$ cat src/rtl/att_pkg.sv
// Shared constants, codes and types of the array tree traversal block.
// No dependencies; the RTL modules and the checker refer to it by scoped names, the testbench imports it.
`timescale 1ns / 1ps

package att_pkg;

	// Fixed field widths of the ports.
	localparam int DATA_W      = 32;
	localparam int SLOT_PORT_W = 6;
	localparam int LIMIT_W     = 7;

	// Parameter defaults.
	localparam int CAPACITY_DEF     = 64;
	localparam int PAYLOAD_BITS_DEF = 32;

	// Reset value of the slots-in-use register.
	localparam logic [LIMIT_W-1:0] SLOTS_RESET = 7'd64;

	// Item kinds.
	localparam logic KIND_STORE = 1'b0;
	localparam logic KIND_WALK  = 1'b1;

	// Walk orders.
	localparam logic [1:0] ORD_LEVEL = 2'd0;
	localparam logic [1:0] ORD_PRE   = 2'd1;
	localparam logic [1:0] ORD_IN    = 2'd2;
	localparam logic [1:0] ORD_POST  = 2'd3;

	// Events from the walk sequencer to the result stage.
	typedef struct packed {
		logic emit;   // a node is visited in output order this cycle
		logic done;   // the walk has finished
	} walk_ev_t;

endpackage

$ cat src/rtl/att_store.sv
// Payload memory and occupancy flags of the implicit binary tree.
// Depends on att_pkg for port widths.
`timescale 1ns / 1ps

module att_store #(
	parameter int CAPACITY     = att_pkg::CAPACITY_DEF,
	parameter int PAYLOAD_BITS = att_pkg::PAYLOAD_BITS_DEF
) (
	input  logic                                 clk,
	input  logic                                 arst_n,
	input  logic                                 wr_en,
	input  logic [att_pkg::SLOT_PORT_W-1:0]      wr_slot,
	input  logic [att_pkg::DATA_W-1:0]           wr_payload,
	input  logic                                 rd_en,
	input  logic [$clog2(CAPACITY)-1:0]          rd_addr,
	output logic [PAYLOAD_BITS-1:0]              rd_data,
	output logic [CAPACITY-1:0]                  occ
);

	localparam int SLOT_W = $clog2(CAPACITY);

	logic [PAYLOAD_BITS-1:0] mem_q [CAPACITY];
	logic [PAYLOAD_BITS-1:0] rd_data_q;
	logic [CAPACITY-1:0]     occ_q;
	logic                    in_range;
	logic                    wr_go;
	logic [SLOT_W-1:0]       wr_addr;

	// Stores beyond the capacity are dropped.
	assign in_range = ({1'b0, wr_slot} < (att_pkg::SLOT_PORT_W + 1)'(CAPACITY));
	assign wr_go    = wr_en && in_range;
	assign wr_addr  = SLOT_W'(wr_slot);

	// Synchronous payload memory, one write and one registered read port.
	always_ff @(posedge clk) begin
		if (wr_go) begin
			mem_q[wr_addr] <= PAYLOAD_BITS'({{att_pkg::DATA_W{1'b0}}, wr_payload});
		end
		if (rd_en) begin
			rd_data_q <= mem_q[rd_addr];
		end
	end

	// Occupancy flags, cleared at reset.
	always_ff @(posedge clk or negedge arst_n) begin
		if (!arst_n) begin
			occ_q <= '0;
		end else if (wr_go) begin
			occ_q[wr_addr] <= 1'b1;
		end
	end

	assign rd_data = rd_data_q;
	assign occ     = occ_q;

endmodule

$ cat src/rtl/att_walker.sv
// Walk sequencer: level-order slot scan and depth-first walk over an explicit stack.
// Depends on att_pkg for order codes and the event struct.
`timescale 1ns / 1ps

module att_walker #(
	parameter int CAPACITY = att_pkg::CAPACITY_DEF
) (
	input  logic                              clk,
	input  logic                              arst_n,
	input  logic                              walk_go,
	input  logic [1:0]                        order,
	input  logic [att_pkg::LIMIT_W-1:0]       slots_in_use,
	input  logic [CAPACITY-1:0]               occ,
	output att_pkg::walk_ev_t                 ev,
	output logic [$clog2(CAPACITY)-1:0]       ev_slot,
	output logic                              busy
);

	localparam int SLOT_W    = $clog2(CAPACITY);
	localparam int LIM_W     = $clog2(CAPACITY + 1);
	localparam int STK_DEPTH = $clog2(CAPACITY + 1);
	localparam int IDX_W     = $clog2(STK_DEPTH);
	localparam int SP_W      = $clog2(STK_DEPTH + 1);

	localparam logic [1:0] ST_IDLE  = 2'd0;
	localparam logic [1:0] ST_LEVEL = 2'd1;
	localparam logic [1:0] ST_DFS   = 2'd2;
	localparam logic [1:0] ST_DONE  = 2'd3;

	// Frame phases: left subtree next, right subtree next, leaving the node.
	localparam logic [1:0] PH_LEFT  = 2'd0;
	localparam logic [1:0] PH_RIGHT = 2'd1;
	localparam logic [1:0] PH_UP    = 2'd2;

	logic [1:0]        state_q;
	logic [1:0]        order_q;
	logic [LIM_W-1:0]  limit_q;
	logic [SLOT_W-1:0] scan_q;
	logic [CAPACITY-1:0] reach_q;
	logic [SLOT_W-1:0] stk_node_q [STK_DEPTH];
	logic [1:0]        stk_ph_q   [STK_DEPTH];
	logic [SP_W-1:0]   sp_q;

	logic [LIM_W-1:0]  lim_sat;
	logic              root_ok;
	logic [SLOT_W-1:0] par;
	logic              scan_hit;
	logic [SLOT_W:0]   scan_nxt;
	logic              scan_end;
	logic [IDX_W-1:0]  top_idx;
	logic [IDX_W-1:0]  push_idx;
	logic [SLOT_W-1:0] top_node;
	logic [1:0]        top_ph;
	logic [SLOT_W+1:0] child;
	logic              child_ok;
	logic              dfs_emit;

	// Limit saturated to the capacity, taken at walk start.
	assign lim_sat = (slots_in_use > att_pkg::LIMIT_W'(CAPACITY))
		? LIM_W'(CAPACITY) : LIM_W'(slots_in_use);
	assign root_ok = (lim_sat != '0) && occ[0];

	// Level order: a slot is reached when occupied and its parent was reached.
	assign par      = (scan_q - SLOT_W'(1)) >> 1;
	assign scan_hit = occ[scan_q] && ((scan_q == '0) || reach_q[par]);
	assign scan_nxt = {1'b0, scan_q} + (SLOT_W + 1)'(1);
	assign scan_end = (scan_nxt == (SLOT_W + 1)'(limit_q));

	// Depth-first step on the top frame; only reachable children are pushed.
	// The child index has two spare bits so the children of the deepest slot never wrap.
	assign top_idx  = IDX_W'(sp_q - SP_W'(1));
	assign push_idx = IDX_W'(sp_q);
	assign top_node = stk_node_q[top_idx];
	assign top_ph   = stk_ph_q[top_idx];
	assign child    = {1'b0, top_node, 1'b0} + ((top_ph == PH_LEFT) ? (SLOT_W + 2)'(1)
		: (SLOT_W + 2)'(2));
	assign child_ok = (child < (SLOT_W + 2)'(limit_q)) && occ[child[SLOT_W-1:0]];

	always_comb begin
		case (top_ph)
			PH_LEFT:  dfs_emit = (order_q == att_pkg::ORD_PRE);
			PH_RIGHT: dfs_emit = (order_q == att_pkg::ORD_IN);
			default:  dfs_emit = (order_q == att_pkg::ORD_POST);
		endcase
	end

	// Sequencer state, scan position, reach flags and stack pointer.
	always_ff @(posedge clk or negedge arst_n) begin
		if (!arst_n) begin
			state_q <= ST_IDLE;
			order_q <= att_pkg::ORD_LEVEL;
			limit_q <= '0;
			scan_q  <= '0;
			reach_q <= '0;
			sp_q    <= '0;
		end else begin
			case (state_q)
				ST_IDLE: begin
					if (walk_go) begin
						order_q <= order;
						limit_q <= lim_sat;
						scan_q  <= '0;
						reach_q <= '0;
						if (order == att_pkg::ORD_LEVEL) begin
							state_q <= (lim_sat == '0) ? ST_DONE : ST_LEVEL;
						end else if (root_ok) begin
							sp_q    <= SP_W'(1);
							state_q <= ST_DFS;
						end else begin
							state_q <= ST_DONE;
						end
					end
				end
				ST_LEVEL: begin
					reach_q[scan_q] <= scan_hit;
					scan_q          <= scan_nxt[SLOT_W-1:0];
					if (scan_end) begin
						state_q <= ST_DONE;
					end
				end
				ST_DFS: begin
					if (top_ph == PH_UP) begin
						sp_q <= sp_q - SP_W'(1);
						if (sp_q == SP_W'(1)) begin
							state_q <= ST_DONE;
						end
					end else if (child_ok) begin
						sp_q <= sp_q + SP_W'(1);
					end
				end
				default: begin
					state_q <= ST_IDLE;
				end
			endcase
		end
	end

	// Stack frames.
	always_ff @(posedge clk) begin
		if (state_q == ST_IDLE && walk_go) begin
			stk_node_q[0] <= '0;
			stk_ph_q[0]   <= PH_LEFT;
		end else if (state_q == ST_DFS && top_ph != PH_UP) begin
			stk_ph_q[top_idx] <= (top_ph == PH_LEFT) ? PH_RIGHT : PH_UP;
			if (child_ok) begin
				stk_node_q[push_idx] <= child[SLOT_W-1:0];
				stk_ph_q[push_idx]   <= PH_LEFT;
			end
		end
	end

	// Events toward the result stage.
	always_comb begin
		ev.emit = 1'b0;
		ev.done = (state_q == ST_DONE);
		ev_slot = scan_q;
		if (state_q == ST_LEVEL) begin
			ev.emit = scan_hit;
		end else if (state_q == ST_DFS) begin
			ev.emit = dfs_emit;
			ev_slot = top_node;
		end
	end

	assign busy = (state_q != ST_IDLE);

endmodule

$ cat src/rtl/att_emitter.sv
// Result stage: holds one visited node back so the final one can carry the last flag.
// Depends on att_pkg for the event struct; reads payloads through the store's read port.
`timescale 1ns / 1ps

module att_emitter #(
	parameter int CAPACITY = att_pkg::CAPACITY_DEF
) (
	input  logic                          clk,
	input  logic                          arst_n,
	input  att_pkg::walk_ev_t             ev,
	input  logic [$clog2(CAPACITY)-1:0]   ev_slot,
	output logic                          rd_en,
	output logic [$clog2(CAPACITY)-1:0]   rd_addr,
	output logic                          res_strobe,
	output logic [$clog2(CAPACITY)-1:0]   res_slot,
	output logic                          res_found,
	output logic                          res_last
);

	localparam int SLOT_W = $clog2(CAPACITY);

	logic              pend_vld_q;
	logic [SLOT_W-1:0] pend_slot_q;
	logic              strobe_s1;
	logic [SLOT_W-1:0] slot_s1;
	logic              found_s1;
	logic              last_s1;
	logic              release_go;

	// The held node leaves when another node follows it or the walk ends.
	assign release_go = pend_vld_q && (ev.emit || ev.done);
	assign rd_en      = release_go;
	assign rd_addr    = pend_slot_q;

	always_ff @(posedge clk or negedge arst_n) begin
		if (!arst_n) begin
			pend_vld_q <= 1'b0;
			strobe_s1  <= 1'b0;
			found_s1   <= 1'b0;
			last_s1    <= 1'b0;
		end else begin
			if (ev.emit) begin
				pend_vld_q <= 1'b1;
			end else if (ev.done) begin
				pend_vld_q <= 1'b0;
			end
			strobe_s1 <= release_go || ev.done;
			found_s1  <= pend_vld_q;
			last_s1   <= ev.done;
		end
	end

	// Slot of the held node and of the beat in flight.
	always_ff @(posedge clk) begin
		if (ev.emit) begin
			pend_slot_q <= ev_slot;
		end
		slot_s1 <= pend_vld_q ? pend_slot_q : '0;
	end

	assign res_strobe = strobe_s1;
	assign res_slot   = slot_s1;
	assign res_found  = found_s1;
	assign res_last   = last_s1;

endmodule

$ cat src/rtl/array_tree_traversal.sv
// Top level of the array tree traversal block: config register, store, walker, result stage.
// Depends on att_pkg, att_store, att_walker and att_emitter.
//
//   Channel  Handshake                   Payload
//   item     start / busy                kind, slot, payload, order
//   result   result_strobe (no stall)    node_slot, node_payload, found, last
//   config   cfg_wen                     cfg_data (slots_in_use)
//
// A store item keeps busy low, so stores may come every cycle while no walk runs.
// A level-order walk holds busy while it scans slots below the saturated slots_in_use;
// a depth-first walk while the stack sequencer steps each reachable node's frame through
// its phases; both end in a done state. A visited node is held until the next visit or
// the done cycle and its beat shows in the next cycle; the final beat shows in the first
// cycle with busy low. Reset clears the occupancy flags at once; the receiver cannot stall.
`timescale 1ns / 1ps

module array_tree_traversal #(
	parameter int CAPACITY     = att_pkg::CAPACITY_DEF,
	parameter int PAYLOAD_BITS = att_pkg::PAYLOAD_BITS_DEF
) (
	input  logic                                 clk,
	input  logic                                 arst_n,
	input  logic                                 start,
	output logic                                 busy,
	input  logic                                 kind,
	input  logic [att_pkg::SLOT_PORT_W-1:0]      slot,
	input  logic [att_pkg::DATA_W-1:0]           payload,
	input  logic [1:0]                           order,
	input  logic                                 cfg_wen,
	input  logic [att_pkg::LIMIT_W-1:0]          cfg_data,
	output logic                                 result_strobe,
	output logic [att_pkg::SLOT_PORT_W-1:0]      node_slot,
	output logic [att_pkg::DATA_W-1:0]           node_payload,
	output logic                                 found,
	output logic                                 last
);

	localparam int SLOT_W = $clog2(CAPACITY);

	logic [att_pkg::LIMIT_W-1:0] slots_in_use_q;
	logic                        accept;
	logic                        store_go;
	logic                        walk_go;
	logic                        walk_busy;
	logic [CAPACITY-1:0]         occ;
	att_pkg::walk_ev_t           ev;
	logic [SLOT_W-1:0]           ev_slot;
	logic                        rd_en;
	logic [SLOT_W-1:0]           rd_addr;
	logic [PAYLOAD_BITS-1:0]     rd_data;
	logic [SLOT_W-1:0]           res_slot;

	// Item acceptance and dispatch.
	assign accept   = start && !walk_busy;
	assign store_go = accept && (kind == att_pkg::KIND_STORE);
	assign walk_go  = accept && (kind == att_pkg::KIND_WALK);
	assign busy     = walk_busy;

	// Slots-in-use register.
	always_ff @(posedge clk or negedge arst_n) begin
		if (!arst_n) begin
			slots_in_use_q <= att_pkg::SLOTS_RESET;
		end else if (cfg_wen) begin
			slots_in_use_q <= cfg_data;
		end
	end

	att_store #(
		.CAPACITY     (CAPACITY),
		.PAYLOAD_BITS (PAYLOAD_BITS)
	) u_store (
		.clk        (clk),
		.arst_n     (arst_n),
		.wr_en      (store_go),
		.wr_slot    (slot),
		.wr_payload (payload),
		.rd_en      (rd_en),
		.rd_addr    (rd_addr),
		.rd_data    (rd_data),
		.occ        (occ)
	);

	att_walker #(
		.CAPACITY (CAPACITY)
	) u_walker (
		.clk          (clk),
		.arst_n       (arst_n),
		.walk_go      (walk_go),
		.order        (order),
		.slots_in_use (slots_in_use_q),
		.occ          (occ),
		.ev           (ev),
		.ev_slot      (ev_slot),
		.busy         (walk_busy)
	);

	att_emitter #(
		.CAPACITY (CAPACITY)
	) u_emitter (
		.clk        (clk),
		.arst_n     (arst_n),
		.ev         (ev),
		.ev_slot    (ev_slot),
		.rd_en      (rd_en),
		.rd_addr    (rd_addr),
		.res_strobe (result_strobe),
		.res_slot   (res_slot),
		.res_found  (found),
		.res_last   (last)
	);

	// Result fields; the empty-walk beat carries zeros.
	assign node_slot    = att_pkg::SLOT_PORT_W'(res_slot);
	assign node_payload = found ? att_pkg::DATA_W'(rd_data) : '0;

endmodule

$ cat config.mk
export PLATFORM = sky130hd
export DESIGN_NAME = array_tree_traversal
export DESIGN_NICKNAME = d
export VERILOG_FILES = /design/src/rtl/att_pkg.sv /design/src/rtl/att_store.sv /design/src/rtl/att_walker.sv /design/src/rtl/att_emitter.sv /design/src/rtl/array_tree_traversal.sv
export SDC_FILE = /design/constraint.sdc
export NUM_CORES = 2
export LEC_CHECK = 0
export CAP_MARGIN = 25
export CORE_AREA = 2 2 476 478
export DETAILED_ROUTE_END_ITERATION = 12
export DIE_AREA = 0 0 478 480
export DONT_BUFFER_PORTS = 1
export PLACE_DENSITY = 0.66
export SETUP_SLACK_MARGIN = 0.4
export SLEW_MARGIN = 20
export SYNTH_ARGS = -nofsm -noshare
export SYNTH_HDL_FRONTEND = slang
export SYNTH_HIERARCHICAL = 1
export SYNTH_SLANG_ARGS = --single-unit
$ cat constraint.sdc
create_clock -name clk -period 18.2 [get_ports clk]
set_input_delay 0.91 -clock clk [delete_from_list [all_inputs] [get_ports clk]]
set_output_delay 0.91 -clock clk [all_outputs]
set_load 0.03 [all_outputs]
; ---- Yosys cells after proc, flatten, opt, wreduce, memory -nomap -nowiden
; Memory sizes are Yosys's and may differ from the RTL's. A register that Yosys moved wholly into a read port is not among the register bits.
; Cells that the tools add are included.
[word_totals]
regBits = 171
latchBits = 0
mem_bits_rw = 2104
rom_bits = 0
inputBits = 52
output_inout_bits = 42
elab_cells = 138
n_memories = 3
[classes]
add_sub_neg = 5
multipliers = 0
n_div = 0
magnitude_cmp = 8
n_eq_ne = 18
shift = 0
mux = 57
bitwise_logic = 2
reduce_logical = 31
[memory_table]
columns = memory, words, width, rd, rd_clocked_by_memory_dff, wr, line_no
row1 = u_store.mem_q, 64, 32, 1, 1, 1, att_store.sv:22  ; logic [PAYLOAD_BITS-1:0] mem_q [CAPACITY];
row2 = u_walker.stk_node_q, 7, 6, 1, 0, 1, att_walker.sv:40  ; logic [SLOT_W-1:0] stk_node_q [STK_DEPTH];
row3 = u_walker.stk_ph_q, 7, 2, 1, 0, 2, att_walker.sv:41  ; logic [1:0] stk_ph_q [STK_DEPTH];
[op_table]
columns = operator, count
row1 = case mux 64 bit (2 select lines), 1
row2 = bitwise mux 64 bit, 1
row3 = two-way mux 64 bit, 1
row4 = OR 64 bit, 1
row5 = two-way mux 32 bit, 1
row6 = two-way mux 6 bit, 4
row7 = two-way mux 1 bit, 23
row8 = "less-than comparator 6 x 7 -> 1 bit, second input constant", 3
row9 = two-way mux 3 bit, 7
row10 = two-way mux 2 bit, 9
row11 = binary-select mux 1 bit (select 6 bit), 2
row12 = demux 1 bit (select 6 bit), 2
row13 = "greater-or-equal comparator 6 x 1 -> 1 bit, second input constant", 2
row14 = case mux 6 bit (2 select lines), 1
row15 = logical AND 1 bit, 11
row16 = "== test 2 bit, second input constant", 5
row17 = "inequality test 2 x 1 -> 1 bit, second input constant", 5
row18 = adder 7 x 8 -> 8 bit, 1
row19 = less-than comparator 8 x 7 -> 1 bit, 1
row20 = nonzero test 2 bit, 4
row21 = "adder 6 x 1 -> 7 bit, second input constant", 1
row22 = == test 7 bit, 1
row23 = "greater-than comparator 7 bit, second input constant", 1
row24 = logical NOT 7 bit, 1
row25 = other kinds (24), 32

; ---- Depth between registers and ports, before layout
; An unclocked memory read counts as a cell.
[logic_depth]
depth_word = 14
mapped_depth = 26
depth_no_buf = 20

; ---- Hierarchy
; The synthesis kept the hierarchy.
[by_module_without_submodules]
columns = mod, n_inst, cells_each, area_per_inst_um2
row1 = att_store, 1, 3646, 81199.1
row2 = att_walker, 1, 699, 6937.9
row3 = array_tree_traversal, 1, 52, 524.3
row4 = att_emitter, 1, 27, 465.4

; ---- Least setup slack after synthesis
; No wires, ideal clock.
[synth_path]
path_type = register to register
from = reg u_walker.sp_q[0], in the netlist u_walker/push_idx[0]
to = mem u_walker/stk_node_q[6][0] in the netlist's numbering (enable)
setup_ns = 0.320
t_arrival_ns = 5.708
t_required_ns = 17.880
path_slack_ns = 12.171
stages_incl_launch_ff = 27
n_path_buf = 7
path_cell_list = dfrtp_1 > buf_2 > buf_2 > buf_2 > inv_1 > ha_1 > xnor2_2 > mux4_2 > nor2_4 > inv_4 > buf_2 > buf_2 > ha_1 > ha_1 > nor4_1 > or2_1 > buf_4 > inv_2 > ha_1 > o21a_1 > o2111ai_1 > a21oi_1 > a211oi_1 > and3_4 > and3_4 > buf_6 > and3_1
[synth_between]
elab_chain_len = 14
[synth_rtl]
columns = element, line_no
row1 = "start, declared", att_walker.sv:42  ; logic [SP_W-1:0] sp_q;
row2 = "start signal, assigned", att_walker.sv:123  ; sp_q <= sp_q - SP_W'(1);
row3 = "start signal, assigned", att_walker.sv:128  ; sp_q <= sp_q + SP_W'(1);
row4 = subtractor 3 x 1 -> 3 bit, att_walker.sv:71  ; assign top_idx = IDX_W'(sp_q - SP_W'(1));
row5 = memory read (7 x 2 bit), --
row6 = logical NOT 2 bit, att_walker.sv:75  ; assign child = {1'b0, top_node, 1'b0} + ((top_ph == PH_LEFT) ? (SLOT_W + 2)'(1)
row7 = two-way mux 2 bit, att_walker.sv:75
row8 = adder 7 x 8 -> 8 bit, att_walker.sv:75
row9 = binary-select mux 1 bit (select 6 bit), att_walker.sv:77  ; assign child_ok = (child < (SLOT_W + 2)'(limit_q)) && occ[child[SLOT_W-1:0]];
row10 = two-way mux 1 bit (not written as such), att_walker.sv:77
row11 = logical AND 1 bit, att_walker.sv:77
row12 = two-way mux 1 bit, att_walker.sv:145  ; if (child_ok) begin
row13 = two-way mux 1 bit, att_walker.sv:143  ; end else if (state_q == ST_DFS && top_ph != PH_UP) begin
row14 = two-way mux 1 bit, att_walker.sv:140  ; if (state_q == ST_IDLE && walk_go) begin
row15 = two-way mux 1 bit (not written as such), att_walker.sv:146  ; stk_node_q[push_idx] <= child[SLOT_W-1:0];
row16 = OR reduction 6 bit (no line), --
row17 = two-way mux 3 bit (no line) / two-way mux 1 bit (equally long branches), --
row18 = "end, declared", att_walker.sv:40
; Parallel ways exist; a longest one is shown, timed or not. The select of a mux whose other input is x is not followed.

; ---- Final worst setup path
[layout_path]
from = reg u_walker.sp_q[1], in the netlist u_walker/push_idx[1]
to = mem u_walker/stk_node_q[4][3] in the netlist's numbering (enable)
; Same word-level chain as after synthesis.

==> summary.md <==
| Metric | Value |
|---|---|
| Status | `finished, final reports clean` |
| IO Pins | `94` |
| DRT Pass-1 Iters | `5` |
| Critical path destination | `u_walker/stk_node_q[4][3]` |
| Full die area | `229,000 µm²` |
| Avg Cell Area, Syn | `20.1 µm²` |
| Post-DP HPWL | `131,000 µm` |
| Fill cells | `18,700` |
| Most used cell, CP | `ha_1` |
| # nets final | `4,578` |
| Clk Latency, worst-skew pair | `0.88 ns` |
| Critical path type | `reg -> reg` |
| Syn Std Cell Area | `89,100 µm²` |
| DR vias/cell | `5.93` |
| Sequential area share after synthesis | `0.757` |
| Post-route DRC | `0` |
| Final setup fails | `0` |
| Largest net degree at the start of global routing | `137` |
| Syn. warnings | `6` |
| CP Max Fanout | `25` |
| Post-CTS setup buffer count | `0` |
| Post-Syn Nets | `4,493` |
| GRT overflow | `0` |
| Normalized max-slew margin | `0.239` |
| Core region area | `224,000 µm²` |
| Reg2reg start | `u_walker/push_idx[1]` |
| TritonCTS clock tree | `yes` |
| Syn Inst Count | `4,424` |
| Gpl congestion | `0.842` |
| Area contributors post-synth | `edfxtp_1 72%, mux4_2 13%, dfrtp_1 3.5%` |
| Clock transition at the registers of the reported paths | `0.06 ns` |
| Routed vias | `45,600` |
| Hold Violations, Final | `0` |
| Worst setup SP type | `flop` |
| Total CTS buffers | `216` |
| Max H-tree Level | `4` |
| Slew @ Worst Pin | `1.13 ns` |
| Total Wirelength | `234,000 µm` |
| Area leader, netlist | `edfxtp_1` |
| Crit path max-delay cell type | `mux4_2` |
| Required time worst endpoint | `18.66 ns` |
| Final ANT Viol Nets | `0` |
| Crit-path cells | `inv_1 -> ha_1 -> xnor2_2 -> mux4_2 -> nor2_4 -> inv_4 -> ha_1 -> ha_1 -> nor4_1 -> or2_1 -> inv_2 -> ha_1 -> a211oi_1 -> a21oi_1 -> a211oi_1 -> and3_4 -> and3_4 -> and2_1` |
| WL per Instance | `30.4 µm` |
| Unrepaired setup endpoints after global routing | `false` |
| Final Max Tran Viols | `0` |
| Final Non-Filler Cells | `7,692` |
| Final Cycle Share | `0.391` |
| Worst reg2reg path depth | `18` |
| Setup crit end kind | `flop` |
| Longest Clk Path Bufs | `3` |
| Initial antenna violation count | `12` |
| Placed Cells | `7,278` |
| Reg area | `67,500 µm²` |
| Worst Clk Skew | `0.0893 ns` |
| Initial Util | `0.398` |
| Area of the multi-input gates | `20,600 µm²` |
| Setup TNS | `0 ns` |
| Async set-reset flop share out of synthesis | `0.0558` |
| HP Class | `in -> async` |
| Final min period | `7.12 ns` |
| Post-synth EDFFs | `2,128` |
| Pwr Density | `136 nW/µm²` |
| Root buffer cell | `clkbuf_16` |
| Chip width | `478 µm` |
| Reg2reg setup slack | `11.08 ns` |
| Crit path launch | `u_walker/push_idx[1]` |
| Reg2Reg Capture Point | `u_walker/stk_node_q[4][3]` |
| Max-Cap Viols | `0` |
| Leakage power | `0.0317 µW` |
| VDD IR max | `121 µV` |
| Clock Sinks | `2,275` |
| FMAX | `140 MHz` |
| GRT Util Overall | `0.201` |
| Area delta synth->final | `12.4%` |
| # rows | `174` |
| Arrival time of the worst setup path | `7.58 ns` |
| #FFs+latches synth | `2,275` |
| Max incr delay on CP | `0.69 ns` |
| Layout cell share with drive strength beyond 1 | `0.244` |
| Yosys cell types | `80` |
| Top FF cell, synth | `edfxtp_1` |
| Final Cell Area | `100,000 µm²` |
| Yosys top cell area share | `0.717` |
| Placed Area | `92,900 µm²` |
| Die Height | `480 µm` |
| Vias in the first global route | `45,300` |
| First-pass GRT wire length | `332,000 µm` |
| PortBufs | `0` |
| Iter 0 DRT Violations | `5,732` |
## cells in the final DEF, fill, tap and decap left out, types with 49 or more instances in the layout
cell,count
o22ai_1,101
o21ai_0,62
nor2_4,66
nand2_1,182
edfxtp_1,2128
nand3_1,116
clkinv_1,49
or2_2,70
a22oi_1,59
mux4_2,502
clkbuf_16,220
nand4_1,51
mux2i_1,94
dfrtp_1,125
buf_4,105
nor2_1,61
## sequential cells by signal (all words and copies together) (netlist names)
signal / count
u_emitter/res_found: 1
u_store/occ: 64
u_walker/order_q: 2
u_walker/reach_q: 32
u_store/rd_data: 32
slots_in_use_q: 7
u_walker/state_q: 2
u_walker/stk_ph_q: 14
u_walker/push_idx: 3
u_emitter/pend_vld_q: 1
u_walker/limit_q: 7
u_emitter/res_slot: 6
u_emitter/res_strobe: 1
u_emitter/rd_addr: 6
u_walker/stk_node_q: 42
u_walker/scan_q: 6
u_emitter/res_last: 1
u_store/mem_q: 2048
## critical path, delay by kind of cell (launching register included)
family	cells	cell delay, ns
fa+ha+maj	4	1.16
mux	1	0.69
xor+xnor	1	0.66
simple gates	6	2.31
buf+inv	3	0.58
flops	1	0.50
compound gates	3	0.81
## power by group
part	leakage (µW)	switching (µW)	internal, µW
combinational	0.00728	1930	1260
sequential	0.0210	121	5870
clock	0.00346	1980	2500
total	0.0317	4030	9630
## metal layers
metal | up-vias | GRT usage | share of wire
li1 | 18500 | - | -
met1 | 24500 | 0.274 | 0.39
met2 | 2304 | 0.316 | 0.47
met3 | 357 | 0.0603 | 0.11
met4 | 10 | 0.0550 | 0.026
met5 | - | 0 | 0.00029
## cell usage after synthesis (13+ instances only)
cell type and number:
mux4_2 502, mux2i_1 94, nor2b_1 29, ha_1 17
o31ai_1 13, a211oi_1 39, nand2_1 182, a22oi_1 59
and3_1 26, and2_1 47, nor2_1 126, o22ai_1 101
or2_2 70, nor4_1 16, buf_1 14, o221ai_1 40
o21ai_0 63, nand3_1 116, nand4_1 51, mux2_2 45
dfxtp_1 20, dfrtp_1 126, clkbuf_1 97, inv_1 19
a21oi_1 48, buf_4 30, buf_2 72, nor3_1 22
nand2b_1 32, buf_6 26, edfxtp_1 2128
## metrics by stage
stage | utilization | setup WS [ns] | hold slack [ns] | total power [µW]
global placement | 0.414 | 11.26 | 0.457 | 9230
global route | 0.447 | 10.60 | 0.0385 | 14100
detailed placement | 0.415 | 11.33 | 0.464 | 9250
finish | 0.447 | 11.08 | 0.0222 | 13700
CTS | 0.447 | 11.23 | 0.0335 | 13700
floorplan | - | 12.17 | 0.444 | 8350
## cell type report
class / instances / area share
flip-flops and latches: 2275 / 0.674
multi-input cells: 1878 / 0.206
clock buffers: 266 / 0.0570
well taps: 2992 / 0.0374
clock inverters: 136 / 0.0144
repair buffers: 117 / 0.0106
inverters: 21 / 0.000812
diodes: 7 / 0.000175
## worst min path at each step
stage | cells after the start | slack, ns | to
6_report | 1 | 0.02 | slots_in_use_q[3]
5_1_grt | 1 | 0.04 | slots_in_use_q[4]
4_1_cts | 1 | 0.03 | slots_in_use_q[1]
3_5_place_dp | 2 | 0.46 | u_walker/stk_ph_q[3][1]
3_3_place_gp | 2 | 0.46 | u_walker/stk_ph_q[5][1]
2_1_floorplan | 2 | 0.44 | u_walker/stk_ph_q[3][0]
## timing repair
action | 4_1_cts | 5_1_grt
hold endpoints to repair | 127 | 0
resized for setup | 0 | 0
hold buffers | 1 | 0
## kinds of logic after synthesis
kind of cell               count (synthesis)  share of synthesized area
adders and majority gates                 17                    0.00239
xor gates and xnor gates                  17                    0.00184
and+or+nand+nor                          753                     0.0429
DFF                                     2275                      0.757
muxes                                    649                      0.144
buffers and inverters                    271                     0.0171
AOI/OAI and AO/OA                        442                     0.0342
(Power assumes the default switching activity.)
